### src/rtl/ata_ts_pkg.sv
// shared types and constants for the ata task-file sequencer
// register selects, status codes, address modes and the decoded job record
// no dependencies
`default_nettype none

package ata_ts_pkg;

	// task-file register selects, in the order they are written
	localparam logic [3:0] SEL_CONTROL  = 4'd0;
	localparam logic [3:0] SEL_DEVICE   = 4'd1;
	localparam logic [3:0] SEL_COUNT_HI = 4'd2;
	localparam logic [3:0] SEL_LBA3     = 4'd3;
	localparam logic [3:0] SEL_LBA4     = 4'd4;
	localparam logic [3:0] SEL_LBA5     = 4'd5;
	localparam logic [3:0] SEL_COUNT_LO = 4'd6;
	localparam logic [3:0] SEL_LBA0     = 4'd7;
	localparam logic [3:0] SEL_LBA1     = 4'd8;
	localparam logic [3:0] SEL_LBA2     = 4'd9;
	localparam logic [3:0] SEL_COMMAND  = 4'd10;

	// result status codes
	localparam logic [1:0] ST_OK       = 2'd0;
	localparam logic [1:0] ST_ABSENT   = 2'd1;
	localparam logic [1:0] ST_NO_LBA48 = 2'd2;

	// configuration register indexes
	localparam logic [1:0] CFG_DEVICE_PRESENT = 2'd0;
	localparam logic [1:0] CFG_LBA_CAPABLE    = 2'd1;
	localparam logic [1:0] CFG_SLAVE_DEVICE   = 2'd2;
	localparam logic [1:0] CFG_IRQ_DISABLED   = 2'd3;

	// ata command bytes
	localparam logic [7:0] CMD_READ      = 8'h20;
	localparam logic [7:0] CMD_READ_EXT  = 8'h24;
	localparam logic [7:0] CMD_WRITE     = 8'h30;
	localparam logic [7:0] CMD_WRITE_EXT = 8'h34;

	localparam logic [7:0] NIEN_BIT   = 8'h02;
	localparam logic [7:0] DEV_LBA    = 8'hE0;
	localparam logic [7:0] DEV_CHS    = 8'hA0;
	localparam logic [7:0] DEV_SLAVE  = 8'h10;

	// divide by 63 for addresses below 2^28: q = (a * RECIP) >> SHIFT
	localparam int          CHS_SHIFT = 34;
	localparam logic [28:0] CHS_RECIP = 29'd272696337;
	localparam int          QUOT_W    = 22;

	typedef enum logic [2:0] {
		MODE_ABSENT,
		MODE_NO_LBA48,
		MODE_LBA48,
		MODE_LBA28,
		MODE_CHS
	} mode_t;

	typedef struct packed {
		logic device_present;
		logic lba_capable;
		logic slave_device;
		logic irq_disabled;
	} cfg_t;

	// everything the sequencer needs for one request
	typedef struct packed {
		mode_t      mode;
		logic [7:0] ctrl;
		logic [7:0] dev;
		logic [7:0] lba3;
		logic [7:0] count;
		logic [7:0] b0;
		logic [7:0] b1;
		logic [7:0] b2;
		logic [7:0] cmd;
	} job_t;

endpackage

`default_nettype wire

### src/rtl/ata_taskfile_sequencer.sv
// ata task-file sequencer top level: request register, configuration, decode, sequencer
// depends on ata_ts_pkg, ata_ts_decode and ata_ts_seq
//
// usage:
//   a request (func, block_address, sector_total) is taken at a rising edge
//   where start is high and busy is low. it becomes the ordered task-file
//   writes: 11 for lba48, 7 for lba28 or chs, 2 for a high address on a
//   drive without lba, 1 when no device is present.
//   each write appears on reg_select/reg_value/status/last for exactly one
//   cycle with strobe high; the receiver cannot stall, so results flow one
//   per cycle. last marks the final write of a request.
//   a request passes the request register, the sequencer's job slot and
//   the result register before its first write is on the ports; it waits
//   in the request register while an earlier request is still running.
//   the next request is taken while the current one is running and, if
//   it is waiting when the current one ends, its first write follows the
//   previous last write with no gap.
//   configuration: cfg_we writes cfg_data into register cfg_index
//   (0 device_present, 1 lba_capable, 2 slave_device, 3 irq_disabled)
//   and must only be used while idle.
//   reset clears all in-flight work; irq_disabled resets to 1, the rest to 0.
`default_nettype none

module ata_taskfile_sequencer (
	input  wire logic        clk,
	input  wire logic        arst_n,
	input  wire logic        start,
	output logic             busy,
	input  wire logic        func,
	input  wire logic [31:0] block_address,
	input  wire logic [7:0]  sector_total,
	input  wire logic        cfg_we,
	input  wire logic [1:0]  cfg_index,
	input  wire logic        cfg_data,
	output logic             strobe,
	output logic [3:0]       reg_select,
	output logic [7:0]       reg_value,
	output logic [1:0]       status,
	output logic             last
);
	import ata_ts_pkg::*;

	cfg_t        cfg_q;
	logic        valid_s1;
	logic        func_s1;
	logic [31:0] addr_s1;
	logic [7:0]  count_s1;
	job_t        job_dec;
	logic        job_take;
	logic        accept;

	// configuration registers
	always_ff @(posedge clk or negedge arst_n) begin
		if (!arst_n) begin
			cfg_q.device_present <= 1'b0;
			cfg_q.lba_capable    <= 1'b0;
			cfg_q.slave_device   <= 1'b0;
			cfg_q.irq_disabled   <= 1'b1;
		end else if (cfg_we) begin
			unique case (cfg_index)
				CFG_DEVICE_PRESENT: cfg_q.device_present <= cfg_data;
				CFG_LBA_CAPABLE:    cfg_q.lba_capable    <= cfg_data;
				CFG_SLAVE_DEVICE:   cfg_q.slave_device   <= cfg_data;
				CFG_IRQ_DISABLED:   cfg_q.irq_disabled   <= cfg_data;
				default:            cfg_q.irq_disabled   <= cfg_q.irq_disabled;
			endcase
		end
	end

	// request register, freed when the sequencer takes its job
	assign busy   = valid_s1 && !job_take;
	assign accept = start && !busy;

	always_ff @(posedge clk or negedge arst_n) begin
		if (!arst_n) begin
			valid_s1 <= 1'b0;
		end else if (accept) begin
			valid_s1 <= 1'b1;
		end else if (job_take) begin
			valid_s1 <= 1'b0;
		end
	end

	always_ff @(posedge clk) begin
		if (accept) begin
			func_s1  <= func;
			addr_s1  <= block_address;
			count_s1 <= sector_total;
		end
	end

	// decode of the held request
	ata_ts_decode u_decode (
		.func          (func_s1),
		.block_address (addr_s1),
		.sector_total  (count_s1),
		.cfg           (cfg_q),
		.job           (job_dec)
	);

	// write sequencer and result register
	ata_ts_seq u_seq (
		.clk        (clk),
		.arst_n     (arst_n),
		.job_valid  (valid_s1),
		.job_in     (job_dec),
		.job_take   (job_take),
		.strobe     (strobe),
		.reg_select (reg_select),
		.reg_value  (reg_value),
		.status     (status),
		.last       (last)
	);

	// a held request moves on only into a free or finishing slot
	a_hold: assert property (@(posedge clk) disable iff (!arst_n)
		valid_s1 && !job_take |=> valid_s1 && $stable(addr_s1))
		else $error("held request lost");

	// an accepted request is always pending in the next cycle
	a_accept: assert property (@(posedge clk) disable iff (!arst_n)
		accept |=> valid_s1)
		else $error("accepted request not registered");

	// nothing is taken from an empty request register
	a_take: assert property (@(posedge clk) disable iff (!arst_n)
		job_take |-> valid_s1)
		else $error("job taken from empty register");

endmodule

`default_nettype wire

### src/rtl/ata_ts_decode.sv
// request decoder: picks the address mode and forms every register byte
// chs geometry via a reciprocal multiply by 1/63; uses ata_ts_pkg
`default_nettype none

module ata_ts_decode (
	input  wire logic              func,
	input  wire logic [31:0]       block_address,
	input  wire logic [7:0]        sector_total,
	input  wire ata_ts_pkg::cfg_t  cfg,
	output ata_ts_pkg::job_t       job
);
	import ata_ts_pkg::*;

	logic [56:0]       prod;
	logic [QUOT_W-1:0] quot;
	logic [5:0]        rem;
	logic [3:0]        head;
	logic [15:0]       cyl;
	logic [7:0]        sec;
	logic [7:0]        slave_bit;
	logic              high_addr;

	// low 22 bits of the quotient by 63, exact for 28-bit addresses
	assign prod = 57'(block_address[27:0]) * 57'(CHS_RECIP);
	assign quot = prod[CHS_SHIFT +: QUOT_W];

	// addr = 63q + r, so r = (addr + q) mod 64
	assign rem  = block_address[5:0] + quot[5:0];
	assign sec  = {2'b00, rem} + 8'd1;
	assign head = quot[3:0];
	assign cyl  = quot[19:4];

	assign slave_bit = cfg.slave_device ? DEV_SLAVE : 8'h00;
	assign high_addr = |block_address[31:28];

	// mode select and byte formation
	always_comb begin
		job.ctrl  = cfg.irq_disabled ? NIEN_BIT : 8'h00;
		job.count = sector_total;
		job.lba3  = block_address[31:24];
		job.b0    = block_address[7:0];
		job.b1    = block_address[15:8];
		job.b2    = block_address[23:16];
		job.dev   = DEV_LBA | slave_bit | {4'h0, block_address[27:24]};
		job.cmd   = func ? CMD_WRITE : CMD_READ;
		if (!cfg.device_present) begin
			job.mode = MODE_ABSENT;
		end else if (high_addr) begin
			job.mode = cfg.lba_capable ? MODE_LBA48 : MODE_NO_LBA48;
			job.dev  = DEV_LBA | slave_bit;
			job.cmd  = func ? CMD_WRITE_EXT : CMD_READ_EXT;
		end else if (cfg.lba_capable) begin
			job.mode = MODE_LBA28;
		end else begin
			job.mode = MODE_CHS;
			job.dev  = DEV_CHS | slave_bit | {4'h0, head};
			job.b0   = sec;
			job.b1   = cyl[7:0];
			job.b2   = cyl[15:8];
		end
	end

endmodule

`default_nettype wire

### src/rtl/ata_ts_seq.sv
// write sequencer: holds one decoded job and emits one register write per cycle
// results leave through a registered output stage; uses ata_ts_pkg
`default_nettype none

module ata_ts_seq (
	input  wire logic              clk,
	input  wire logic              arst_n,
	input  wire logic              job_valid,
	input  wire ata_ts_pkg::job_t  job_in,
	output logic                   job_take,
	output logic                   strobe,
	output logic [3:0]             reg_select,
	output logic [7:0]             reg_value,
	output logic [1:0]             status,
	output logic                   last
);
	import ata_ts_pkg::*;

	job_t       job_s2;
	logic       valid_s2;
	logic [3:0] step_q;

	logic [3:0] sel;
	logic [7:0] val;
	logic [1:0] st;
	logic       fin;

	// pick the write for the current step
	always_comb begin
		sel = SEL_CONTROL;
		st  = ST_OK;
		fin = 1'b0;
		unique case (job_s2.mode) inside
			MODE_ABSENT: begin
				st  = ST_ABSENT;
				fin = 1'b1;
			end
			MODE_NO_LBA48: begin
				if (step_q != 4'd0) begin
					st  = ST_NO_LBA48;
					fin = 1'b1;
				end
			end
			MODE_LBA48: begin
				sel = step_q;
				fin = (step_q == SEL_COMMAND);
			end
			MODE_LBA28, MODE_CHS: begin
				sel = (step_q < SEL_COUNT_HI) ? step_q : step_q + 4'd4;
				fin = (sel == SEL_COMMAND);
			end
			default: begin
				st  = ST_ABSENT;
				fin = 1'b1;
			end
		endcase
	end

	// byte for the selected register
	always_comb begin
		case (sel)
			SEL_CONTROL:  val = job_s2.ctrl;
			SEL_DEVICE:   val = job_s2.dev;
			SEL_LBA3:     val = job_s2.lba3;
			SEL_COUNT_LO: val = job_s2.count;
			SEL_LBA0:     val = job_s2.b0;
			SEL_LBA1:     val = job_s2.b1;
			SEL_LBA2:     val = job_s2.b2;
			SEL_COMMAND:  val = job_s2.cmd;
			default:      val = 8'h00;
		endcase
		if (st != ST_OK) begin
			val = 8'h00;
		end
	end

	// next job may enter when the slot is empty or finishing now
	assign job_take = job_valid && (!valid_s2 || fin);

	// job slot and step counter
	always_ff @(posedge clk or negedge arst_n) begin
		if (!arst_n) begin
			valid_s2 <= 1'b0;
			step_q   <= 4'd0;
		end else if (job_take) begin
			valid_s2 <= 1'b1;
			step_q   <= 4'd0;
		end else if (valid_s2) begin
			if (fin) begin
				valid_s2 <= 1'b0;
				step_q   <= 4'd0;
			end else begin
				step_q <= step_q + 4'd1;
			end
		end
	end

	always_ff @(posedge clk) begin
		if (job_take) begin
			job_s2 <= job_in;
		end
	end

	// result register
	always_ff @(posedge clk or negedge arst_n) begin
		if (!arst_n) begin
			strobe <= 1'b0;
		end else begin
			strobe <= valid_s2;
		end
	end

	always_ff @(posedge clk) begin
		reg_select <= sel;
		reg_value  <= val;
		status     <= st;
		last       <= fin;
	end

	// an error result always closes the run
	a_err_last: assert property (@(posedge clk) disable iff (!arst_n)
		strobe && (status != ST_OK) |-> last)
		else $error("error result without last");

	// a run is never interrupted between its writes
	a_run_contig: assert property (@(posedge clk) disable iff (!arst_n)
		strobe && !last |=> strobe)
		else $error("gap inside a run");

	// an active job produces a result in the next cycle
	a_emit: assert property (@(posedge clk) disable iff (!arst_n)
		valid_s2 |=> strobe)
		else $error("active job emitted nothing");

	// the step counter never passes the command write
	a_step_range: assert property (@(posedge clk) disable iff (!arst_n)
		step_q <= SEL_COMMAND)
		else $error("step counter out of range");

endmodule

`default_nettype wire

### config.mk
export PLATFORM = sky130hd
export DESIGN_NAME = ata_taskfile_sequencer
export DESIGN_NICKNAME = d
export VERILOG_FILES = /design/src/rtl/ata_ts_pkg.sv /design/src/rtl/ata_taskfile_sequencer.sv /design/src/rtl/ata_ts_decode.sv /design/src/rtl/ata_ts_seq.sv
export SDC_FILE = /design/constraint.sdc
export NUM_CORES = 1
export LEC_CHECK = 0
export BUFFER_PORTS_ARGS = -buffer_cell sky130_fd_sc_hd__buf_2
export CORE_UTILIZATION = 56
export DETAILED_ROUTE_END_ITERATION = 7
export PLACE_DENSITY_LB_ADDON = 0.08
export SYNTH_ARGS = -nofsm -noshare
export SYNTH_HDL_FRONTEND = slang
export SYNTH_SLANG_ARGS = --single-unit
### constraint.sdc
create_clock -name clk -period 6.3 [get_ports clk]
set_clock_uncertainty 0.15 [all_clocks]
set_input_delay 1.89 -clock clk [delete_from_list [all_inputs] [get_ports clk]]
set_output_delay 1.89 -clock clk [all_outputs]
set_load 0.1 [all_outputs]
Yosys cells after proc, flatten, opt, wreduce, memory -nomap -nowiden
Cells that the tools add are included.

Add/sub/neg operators: 4. Equality and inequality tests: 16. Reductions and logical operators: 20. Bitwise operators: 2. Multipliers: 1. Multiplexer cells: 29. Magnitude comparators: 1.

Operators with widths (number): one-hot mux 8 bit (8 select lines) (1); multiplier 28 x 29 -> 54 bit (second input constant) (1); two-way mux 24 bit (2); two-way mux 32 bit (1); two-way mux 8 bit (4); == test 4 bit (second input constant) (5); two-way mux 4 bit (4); bitwise OR 8 x 4 -> 8 bit (2); two-way mux 5 bit (3); == test 4 x 3 -> 1 bit (second input constant) (2); one-hot mux 4 bit (2 select lines) (1); AND reduction 2 bit (4); adder 6 x 1 -> 7 bit (second input constant) (1); adder 6 bit (1); == test 3 x 2 -> 1 bit (second input constant) (2); two-way mux 1 bit (6); two-way mux 2 bit (3); two-way mux 3 bit (2); nonzero test 2 bit (3); adder 4 x 1 -> 4 bit (second input constant) (1); adder 4 x 3 -> 4 bit (second input constant) (1); == test 2 bit (second input constant) (2); == test 4 x 1 -> 1 bit (second input constant) (1); == test 4 x 2 -> 1 bit (second input constant) (1); other kinds (15) (19).

Logic and storage cells: 97. Bits in registers: 134. Bits of input ports: 48.

Logic depth before layout (Yosys ltp)
Gate-level depths: netlist of the first run.

Depth after elaboration: 11. Gate-level depth with buffers: 27. Gate-level depth less buffers: 27.

Modules after synthesis
Synthesis of the first run repeated with hierarchy kept, for this count alone.

Cell total of the unflattened synthesis: 994. Area, all modules: 10939.2 µm².

Modules (own cells, without submodules): ata_ts_decode (sequential area each 0.0 µm², area each 5874.4 µm², times used 1, cells an instance 683); ata_ts_seq (sequential area each 2462.4 µm², area each 3607.2 µm², times used 1, cells an instance 253); ata_taskfile_sequencer (sequential area each 1357.6 µm², area each 1457.6 µm², times used 1, cells an instance 58).

Worst setup path after synthesis of the first run
No wires, ideal clock.

Path kind: register to register. Start: reg addr_s1[23]. End: reg u_seq.job_s2[29] (netlist name), data pin. Cell stages (with the launch flop): 27. Setup slack: 0.157 ns. Path buffers: 0. Library setup time: 0.265 ns. Data required time: 5.885 ns. Data arrival time: 5.729 ns. Cells stage by stage: edfxtp_1 -> ha_1 -> ha_1 -> inv_1 -> fa_1 -> fa_1 -> inv_1 -> fa_1 -> ha_1 -> ha_1 -> a21o_1 -> a21o_1 -> a21oi_1 -> nor3b_1 -> a211oi_1 -> o41ai_1 -> a31oi_1 -> xnor2_1 -> ha_1 -> a21o_1 -> a21oi_1 -> o21bai_1 -> a21oi_1 -> xnor2_1 -> xnor3_1 -> xor2_1 -> o21ai_1.

RTL lines: start, declared (line ata_taskfile_sequencer.sv:46) `logic [31:0] addr_s1;`; start signal, assigned (line ata_taskfile_sequencer.sv:87) `addr_s1 <= block_address;`; end signal, assigned (line ata_ts_seq.sv:100) `job_s2 <= job_in;`; end, declared (line ata_ts_seq.sv:19) `job_t job_s2;`.

==> metrics.txt, run 1 <==
GRT Residual Overflow 0; vias in the first global route 7,205; CP most frequent cell fa_1; Arr. time, crit path 6.38 ns; DR vias 7,170; DP Worst Slack -0.139 ns; die width 135 um; io pins 65; Fill cells 1,331; minimum clock period 6.39 ns; layout cells sized above 1 21.6%; crit path launch type flip-flop; Crit path required time 6.29 ns; PortBufs 64; RSZ-0062 raised after global routing yes; core area 17,200 um^2; run status finished with violations; Hold Vio Cnt, Final 0; final setup fails 2; Net count, final 1,324; max_cap viols 0; placed cells 1,224; Most used DFF post-synth edfxtp_1; GRT Resource Usage Total 28.5%; Net Count, Synth 1,176; final-report max-slew violation count 0; Vias/cell 5.64; Final period util 101%; CP Capture Type flip-flop; first-pass GRT wire length 38,600 um; Tightest Hold Check Type reg -> reg; RR Endpoint u_seq.job_s2[29]; num rows 48; post-synthesis register bit count 119; Finished Layout Cells 1,272; Post-synth EDFFs 93; hold worst-path end u_seq.job_s2[34]; clock sinks 119; Starting DRT DRC Count 547; critical path's slowest cell fa_1; Post-CTS Hold Buffers 0; Worst Hold Depth 0; worst hold start count_s1[2]; Final ANT Viol Nets 0; Slew @ Worst Pin 0.995 ns; final wirelength 24,200 um; antenna violations before repair 0; Achievable Freq 156 MHz; failing checks DRC, setup timing; CTS max path bufs 2; synthesized cell area 9840 um^2; First-pass DRT Iterations 8; # H-tree levels 4; Seq/Total Area, Yosys 34.3%; count of different cell masters after synthesis 74; Initial Util 57.1%; clk slew on worst S/H paths 0.06 ns; RD Place Congestion 0.932; CP max stage delay 0.52 ns; Post-DP HPWL 19,300 um; Worst R2R Path Depth 26; worst r2r src addr_s1[20]; clock root cell clkbuf_16; wire per inst 19.0 um; crit path kind reg -> reg; Worst-Skew Late Latency 0.42 ns; Num CTS Buffers 17; flop2flop setup slack -0.09 ns; drt drc 2; synthesized area per cell 11.1 um^2; TritonCTS clock tree built; antenna cells 0; Mapped Cells 887; die area 18,100 um^2; largest net degree at the start of global routing 53; worst path setup slack after routing -0.0915 ns; relative slew slack 33.7%; Area Growth Syn to Fin 19.4%; die height 135 um; CP max FO 4; Yosys warning count 0; ys async rst share 9.24%
kinds of logic (layout without fill, tap and decap cells):
kind of cell,Yosys count,after routing,synth area share (%)
fa+ha+maj,241,241,35.2
compound gates,172,172,12.1
simple gates,158,158,8.33
buf+inv,154,314,5.91
flops,119,119,34.3
xor+xnor,30,30,2.81
mux,13,13,1.39
sequential cells by signal, indices dropped and copies added, names as in the netlist, 2 cells and up:
register          count
addr_s1              32
u_seq.job_s2         52
cfg_q                 4
u_seq.reg_select      4
u_seq.status          2
u_seq.step_q          4
count_s1              8
u_seq.reg_value       8
placed cells by master, fill, tap and decap left out, types with 15 or more instances in the layout:
cell,instances
a21o_1,15
a21oi_1,37
buf_2,64
buf_4,75
clkbuf_16,17
dfxtp_1,15
edfxtp_1,93
fa_1,56
ha_1,174
inv_1,138
nand2_1,56
nand3_1,20
nor2_1,21
o21ai_0,20
xnor2_1,19
worst max path at each step:
stage | from | to | slack, ns | cells after the start
6_report | addr_s1[20] | u_seq.job_s2[29] | -0.09 | 26
5_1_grt | addr_s1[20] | u_seq.job_s2[29] | -0.37 | 26
4_1_cts | addr_s1[20] | u_seq.job_s2[29] | 0.0005 | 26
3_5_place_dp | addr_s1[20] | u_seq.job_s2[29] | -0.14 | 25
3_3_place_gp | addr_s1[20] | u_seq.job_s2[29] | -0.001 | 26
2_1_floorplan | addr_s1[23] | u_seq.job_s2[29] | 0.16 | 26
Yosys cell counts (10+ instances only):
master | instances | area [um^2]
a21oi_1 | 41 | 205
a21o_1 | 15 | 113
dfxtp_1 | 15 | 300
edfxtp_1 | 93 | 2790
and3_1 | 10 | 62.6
nand2_1 | 57 | 214
dfrtp_1 | 10 | 250
nor2_1 | 22 | 82.6
fa_1 | 59 | 1180
xnor2_1 | 22 | 193
ha_1 | 182 | 2280
nand3_1 | 22 | 110
o21ai_1 | 14 | 70.1
inv_1 | 141 | 529
o21ai_0 | 20 | 100
worst max-delay path, delay by kind of cell (launching register included):
kind,cells,cell delay (ns)
xor gates and xnor gates,4,0.85
AOI/OAI and AO/OA,5,0.91
and+or+nand+nor,4,0.58
adders and majority gates,7,2.82
DFF,1,0.44
buffers and inverters,6,0.36
routing by layer:
metal	track usage, %	share of wire, %	up-vias
met5	0	0	-
met4	9.24	1.9	0
met3	3.34	4.1	28
met2	48.0	49	200
met1	38.5	44	3468
li1	-	-	3474
what timing repair did:
| action | in CTS | in global routing |
|---|---|---|
| pin swaps | 18 | 32 |
| setup endpoints to repair | 2 | 5 |
| setup buffers | 6 | 11 |
| resized for setup | 9 | 23 |
layout make-up:
class                   count  area [um^2]  area share, %
clock buffers              22          464           3.95
clock inverters             9          101          0.863
inverters                 143          537           4.57
multi-input cells         614         6100           51.9
flip-flops and latches    119         3370           28.7
well taps                 225          282           2.40
repair buffers            140          895           7.62
per-stage QoR:
stage	TNS, ns	hold WS (ns)	cell area [um^2]	utilization [%]
2_1_floorplan	0	0.250	9840	-
6_report	-0.168	0.262	11700	68.1
5_1_grt	-1.11	0.278	11700	68.1
3_5_place_dp	-0.187	0.256	10900	63.0
3_3_place_gp	-0.00126	0.251	10900	63.0
4_1_cts	0	0.266	11500	66.9
Power of run 1 is not shown: default switching activity piles up to over one toggle a cycle in this logic, so the estimate is an artifact.
==> run 2: changes to the inputs <==
--- a/config.mk
+++ b/config.mk
@@ -7,6 +7,7 @@
 export LEC_CHECK = 0
 export BUFFER_PORTS_ARGS = -buffer_cell sky130_fd_sc_hd__buf_2
 export CORE_UTILIZATION = 56
+export CTS_BUF_LIST = sky130_fd_sc_hd__clkbuf_4 sky130_fd_sc_hd__clkbuf_8 sky130_fd_sc_hd__clkbuf_16
 export DETAILED_ROUTE_END_ITERATION = 7
 export PLACE_DENSITY_LB_ADDON = 0.08
 export SYNTH_ARGS = -nofsm -noshare
==> run 2 against run 1 <==
  * The run still ends with DRC, setup timing left
  * Hold slack gained 0.00075 ns
  * Core utilization grew 0.065 points
  * Register-to-register slack is essentially flat
  * Count of clock-buffer cells in the layout is the same
  * Routed wire length is essentially flat
  * Design area is essentially flat
  * First-iteration DRC count grew 11%
==> metrics.txt, run 2 (synthesis gave the netlist of run 1 again) <==
run status finished with violations; failing checks DRC, setup timing; GRT Resource Usage Total 28.5%; Net count, final 1,324; antenna violations before repair 0; worst hold start count_s1[2]; GRT Residual Overflow 0; Slew @ Worst Pin 0.994 ns; DP Worst Slack -0.139 ns; biggest registers after layout u_seq.job_s2 (52), addr_s1 (32); Starting DRT DRC Count 609; setup tns final -0.170 ns; final setup fails 2; # H-tree levels 4; RSZ-0062 raised after global routing yes; Fill cells 1,325; io pins 65; wire per inst 19.0 um; layout cells sized above 1 21.9%; Worst-Skew Late Latency 0.42 ns; smallest hold slack 0.263 ns; CTS max path bufs 2; clock sinks 119; core area 17,200 um^2; Critical Path Source addr_s1[20]; relative slew slack 33.7%; commonest cells after routing, fill and taps aside 174 x ha_1, 138 x inv_1, 93 x edfxtp_1; die width 135 um; die height 135 um; max_cap viols 0; Post-DP HPWL 19,300 um; num rows 48; Num CTS Buffers 17; vias in the first global route 7,206; crit path kind reg -> reg; Area Growth Syn to Fin 19.5%; Final period util 102%; worst path setup slack after routing -0.0955 ns; final-report max-slew violation count 0; Hold Vio Cnt, Final 0; Post-CTS Hold Buffers 0; max FFs per register 52; clock root cell clkbuf_16; Crit path required time 6.29 ns; antenna cells 0; drt drc 2; minimum clock period 6.40 ns; crit path launch type flip-flop; DR vias 7,167; die area 18,100 um^2; final wirelength 24,200 um; Tightest Hold Check Type reg -> reg; Final ANT Viol Nets 0; first-pass GRT wire length 38,600 um; CP max FO 4; clk slew on worst S/H paths 0.06 ns; First-pass DRT Iterations 7; PortBufs 64; RD Place Congestion 0.932; largest net degree at the start of global routing 53; worst r2r src addr_s1[20]; commonest non-fill, non-tap cell in the layout ha_1; Achievable Freq 156 MHz; CP Capture Type flip-flop; Vias/cell 5.63; Initial Util 57.1%; TritonCTS clock tree built; Arr. time, crit path 6.38 ns; largest register by flop count u_seq.job_s2
==> run 2: cell counts in the layout (fill, tap and decap cells not counted) <==
No cell type changed its count.
==> run 2: layout make-up <==
type	instances	area, um^2	area share (%)
multi-input cells	614	6100	51.9
clock inverters	9	101	0.862
inverters	143	537	4.57
well taps	225	282	2.39
flip-flops and latches	119	3370	28.7
clock buffers	22	475	4.04
repair buffers	140	895	7.61
==> run 2: what timing repair did <==
| item | CTS | global route |
|---|---|---|
| setup buffers | 6 | 11 |
| cloned | 0 | 0 |
| endpoints found under the setup margin | 2 | 5 |
| pin swaps | 18 | 32 |
| resized for setup | 9 | 23 |
==> run 2: worst max-delay path, stage by stage (launching register included) <==
cell and delay [ns]:
edfxtp_1 0.44, ha_1 0.30, inv_1 0.04, fa_1 0.49, inv_2 0.04, fa_1 0.48, fa_1 0.52, inv_2 0.04
fa_1 0.49, inv_2 0.04, ha_4 0.27, nand4_1 0.15, nor3_2 0.25, buf_4 0.14, nand4_1 0.09, a31oi_2 0.21
nor2_2 0.09, o41ai_2 0.40, xor2_1 0.24, ha_1 0.27, inv_1 0.06, o21bai_1 0.05, a21oi_1 0.17, xnor2_1 0.15
xnor3_1 0.27, xor2_1 0.19, o21ai_1 0.09
==> run 2: final timing paths <==
kind                       depth (start not counted)                to  slack (ns)
max                                               26  u_seq.job_s2[29]        -0.1
min                                                0  u_seq.job_s2[34]        0.26
max reg2reg                                       26  u_seq.job_s2[29]        -0.1
min reg2reg                                        0  u_seq.job_s2[34]        0.26
max in group asynchronous                          1          cfg_q[0]        4.55
min in group asynchronous                          1          cfg_q[3]        1.19
==> run 2: per-layer routing <==
metal / vias to the layer above / share of wire, % / global-route usage (%)
met4: 0 / 2.0 / 8.86
met3: 36 / 4.4 / 3.34
met1: 3453 / 44 / 38.5
met5: - / 0 / 0
met2: 207 / 49 / 48.2
li1: 3471 / - / -
==> run 2: through the flow <==
stage / cell area, um^2 / util (%) / instances
finish: 11800 / 68.2 / 1272
detailed placement: 10900 / 63.0 / 1224
global placement: 10900 / 63.0 / 1224
global route: 11800 / 68.2 / 1272
CTS: 11500 / 67.0 / 1261
floorplan: 9840 / - / 887
Power of run 2 is left out for the same reason.
==> run 3: changes to the inputs <==
--- a/config.mk
+++ b/config.mk
@@ -6,9 +6,10 @@
 export NUM_CORES = 1
 export LEC_CHECK = 0
 export BUFFER_PORTS_ARGS = -buffer_cell sky130_fd_sc_hd__buf_2
-export CORE_UTILIZATION = 56
+export CORE_UTILIZATION = 62
 export CTS_BUF_LIST = sky130_fd_sc_hd__clkbuf_4 sky130_fd_sc_hd__clkbuf_8 sky130_fd_sc_hd__clkbuf_16
 export DETAILED_ROUTE_END_ITERATION = 7
+export HOLD_SLACK_MARGIN = 0.12
 export PLACE_DENSITY_LB_ADDON = 0.08
 export SYNTH_ARGS = -nofsm -noshare
 export SYNTH_HDL_FRONTEND = slang
==> constraint.sdc (replaced) <==
create_clock -name clk -period 6.2 [get_ports clk]
set_clock_uncertainty 0.15 [all_clocks]
set_input_delay 1.86 -clock clk [delete_from_list [all_inputs] [get_ports clk]]
set_output_delay 1.86 -clock clk [all_outputs]
set_load 0.1 [all_outputs]
==> run 3 against run 2 <==
  * The flow finishes with violations (setup timing)
  * Flip-flop and latch count is the same
  * Maximum frequency grew 1.1%
  * Core utilization up 8.3 points
  * Sequential share of layout area about the same
  * Count of clock-buffer cells in the layout decreased by 2
  * Cell count fell by 1.1%
  * First-iteration DRC count decreased by 3.4%
==> metrics.txt, run 3 (synthesis gave the netlist of run 1 again) <==
setup tns final -0.171 ns; placed cell area 10,800 um^2; clock root cell clkbuf_16; # H-tree levels 4; Worst R2R Path Depth 26; clock sinks 119; final-report max-slew violation count 0; Critical Path Source addr_s1[26]; minimum clock period 6.33 ns; vias in the first global route 7,653; Final period util 102%; GRT Residual Overflow 0; Final ANT Viol Nets 0; commonest cells after routing, fill and taps aside 170 x ha_1, 137 x inv_1, 93 x edfxtp_1; antenna violations before repair 0; final wirelength 25,100 um; Slew @ Worst Pin 1.23 ns; final core utilization 76.5%; commonest non-fill, non-tap cell in the layout ha_1; Achievable Freq 158 MHz; crit path launch type flip-flop; Hold Vio Cnt, Final 0; Area Growth Syn to Fin 19.5%; DP Worst Slack -0.324 ns; Post-DP HPWL 19,800 um; run status finished with violations; clk slew on worst S/H paths 0.06 ns; antenna cells 0; max FFs per register 52; critical path's slowest cell fa_2; RD Place Congestion 0.958; final setup fails 2; Arr. time, crit path 6.33 ns; PortBufs 64; worst path setup slack after routing -0.128 ns; relative slew slack 17.6%; Vias/cell 5.88; die width 128 um; biggest registers after layout u_seq.job_s2 (52), addr_s1 (32); DR vias 7,400; CTS max path bufs 2; largest net degree at the start of global routing 53; Worst Hold Depth 0; final instance area 11,800 um^2; Crit path required time 6.20 ns; worst r2r src addr_s1[26]; Worst-Skew Late Latency 0.42 ns; core area 15,400 um^2; First-pass DRT Iterations 6; TritonCTS clock tree built; Num CTS Buffers 17; num rows 45; Post-CTS Hold Buffers 0; largest register by flop count u_seq.job_s2; drt drc 0; number of cells on the critical path 26; worst hold start count_s1[3]; io pins 65; die area 16,400 um^2; Tightest Hold Check Type reg -> reg; GRT Resource Usage Total 31.8%; CP Buf/Inv Count 4; failing checks setup timing; die height 128 um; max_cap viols 0; CP max stage delay 0.56 ns; crit path kind reg -> reg; Net count, final 1,323; Top delay family on crit path adder cells; Fill cells 1,009; wire per inst 19.9 um; CP Capture Type flip-flop; CP max FO 3; Initial Util 64.0%; layout cells sized above 1 22.4%; Starting DRT DRC Count 588; first-pass GRT wire length 38,900 um; RSZ-0062 raised after global routing yes
[run 3: layout make-up]
cell class	count	area [um^2]	share of cell area (%)
inverters	143	537	4.57
clock buffers	20	460	3.92
multi-input cells	614	6110	52.0
well taps	211	264	2.25
flip-flops and latches	119	3370	28.7
clock inverters	12	128	1.09
repair buffers	139	891	7.58
[run 3: worst register-to-register path, delay by kind of cell, from the launching register on]
family	cells	cell delay [ns]
simple gates	2	0.20
compound gates	9	1.53
flops	1	0.48
buf+inv	4	0.42
fa+ha+maj	8	2.81
xor+xnor	3	0.48
[run 3: worst paths after layout]
| check | end | slack, ns |
|---|---|---|
| setup reg to reg | u_seq.job_s2[29] | -0.13 |
| hold / removal | u_seq.job_s2[35] | 0.27 |
| max in group asynchronous | cfg_q[0] | 4.47 |
| min in group asynchronous | u_seq.valid_s2 | 1.16 |
| setup / recovery | u_seq.job_s2[29] | -0.13 |
| hold reg to reg | u_seq.job_s2[35] | 0.27 |
[run 3: repair_timing]
item,CTS,global route
resized for setup,21,16
gates cloned,0,0
setup buffers,11,4
setup endpoints to repair,5,5
pin swaps,30,14
[run 3: per-layer routing]
layer	part of all wire [%]	global-route usage (%)
met1	41	39.2
met2	50	54.7
met3	5.0	4.88
met4	4.3	15.2
met5	0	0
[run 3: metrics by stage]
| step | hold slack, ns | std cells |
|---|---|---|
| 2_1_floorplan | 0.250 | 887 |
| 3_3_place_gp | 0.254 | 1211 |
| 3_5_place_dp | 0.255 | 1211 |
| 4_1_cts | 0.264 | 1254 |
| 5_1_grt | 0.271 | 1258 |
| 6_report | 0.265 | 1258 |
Power of run 3 is left out for the same reason.
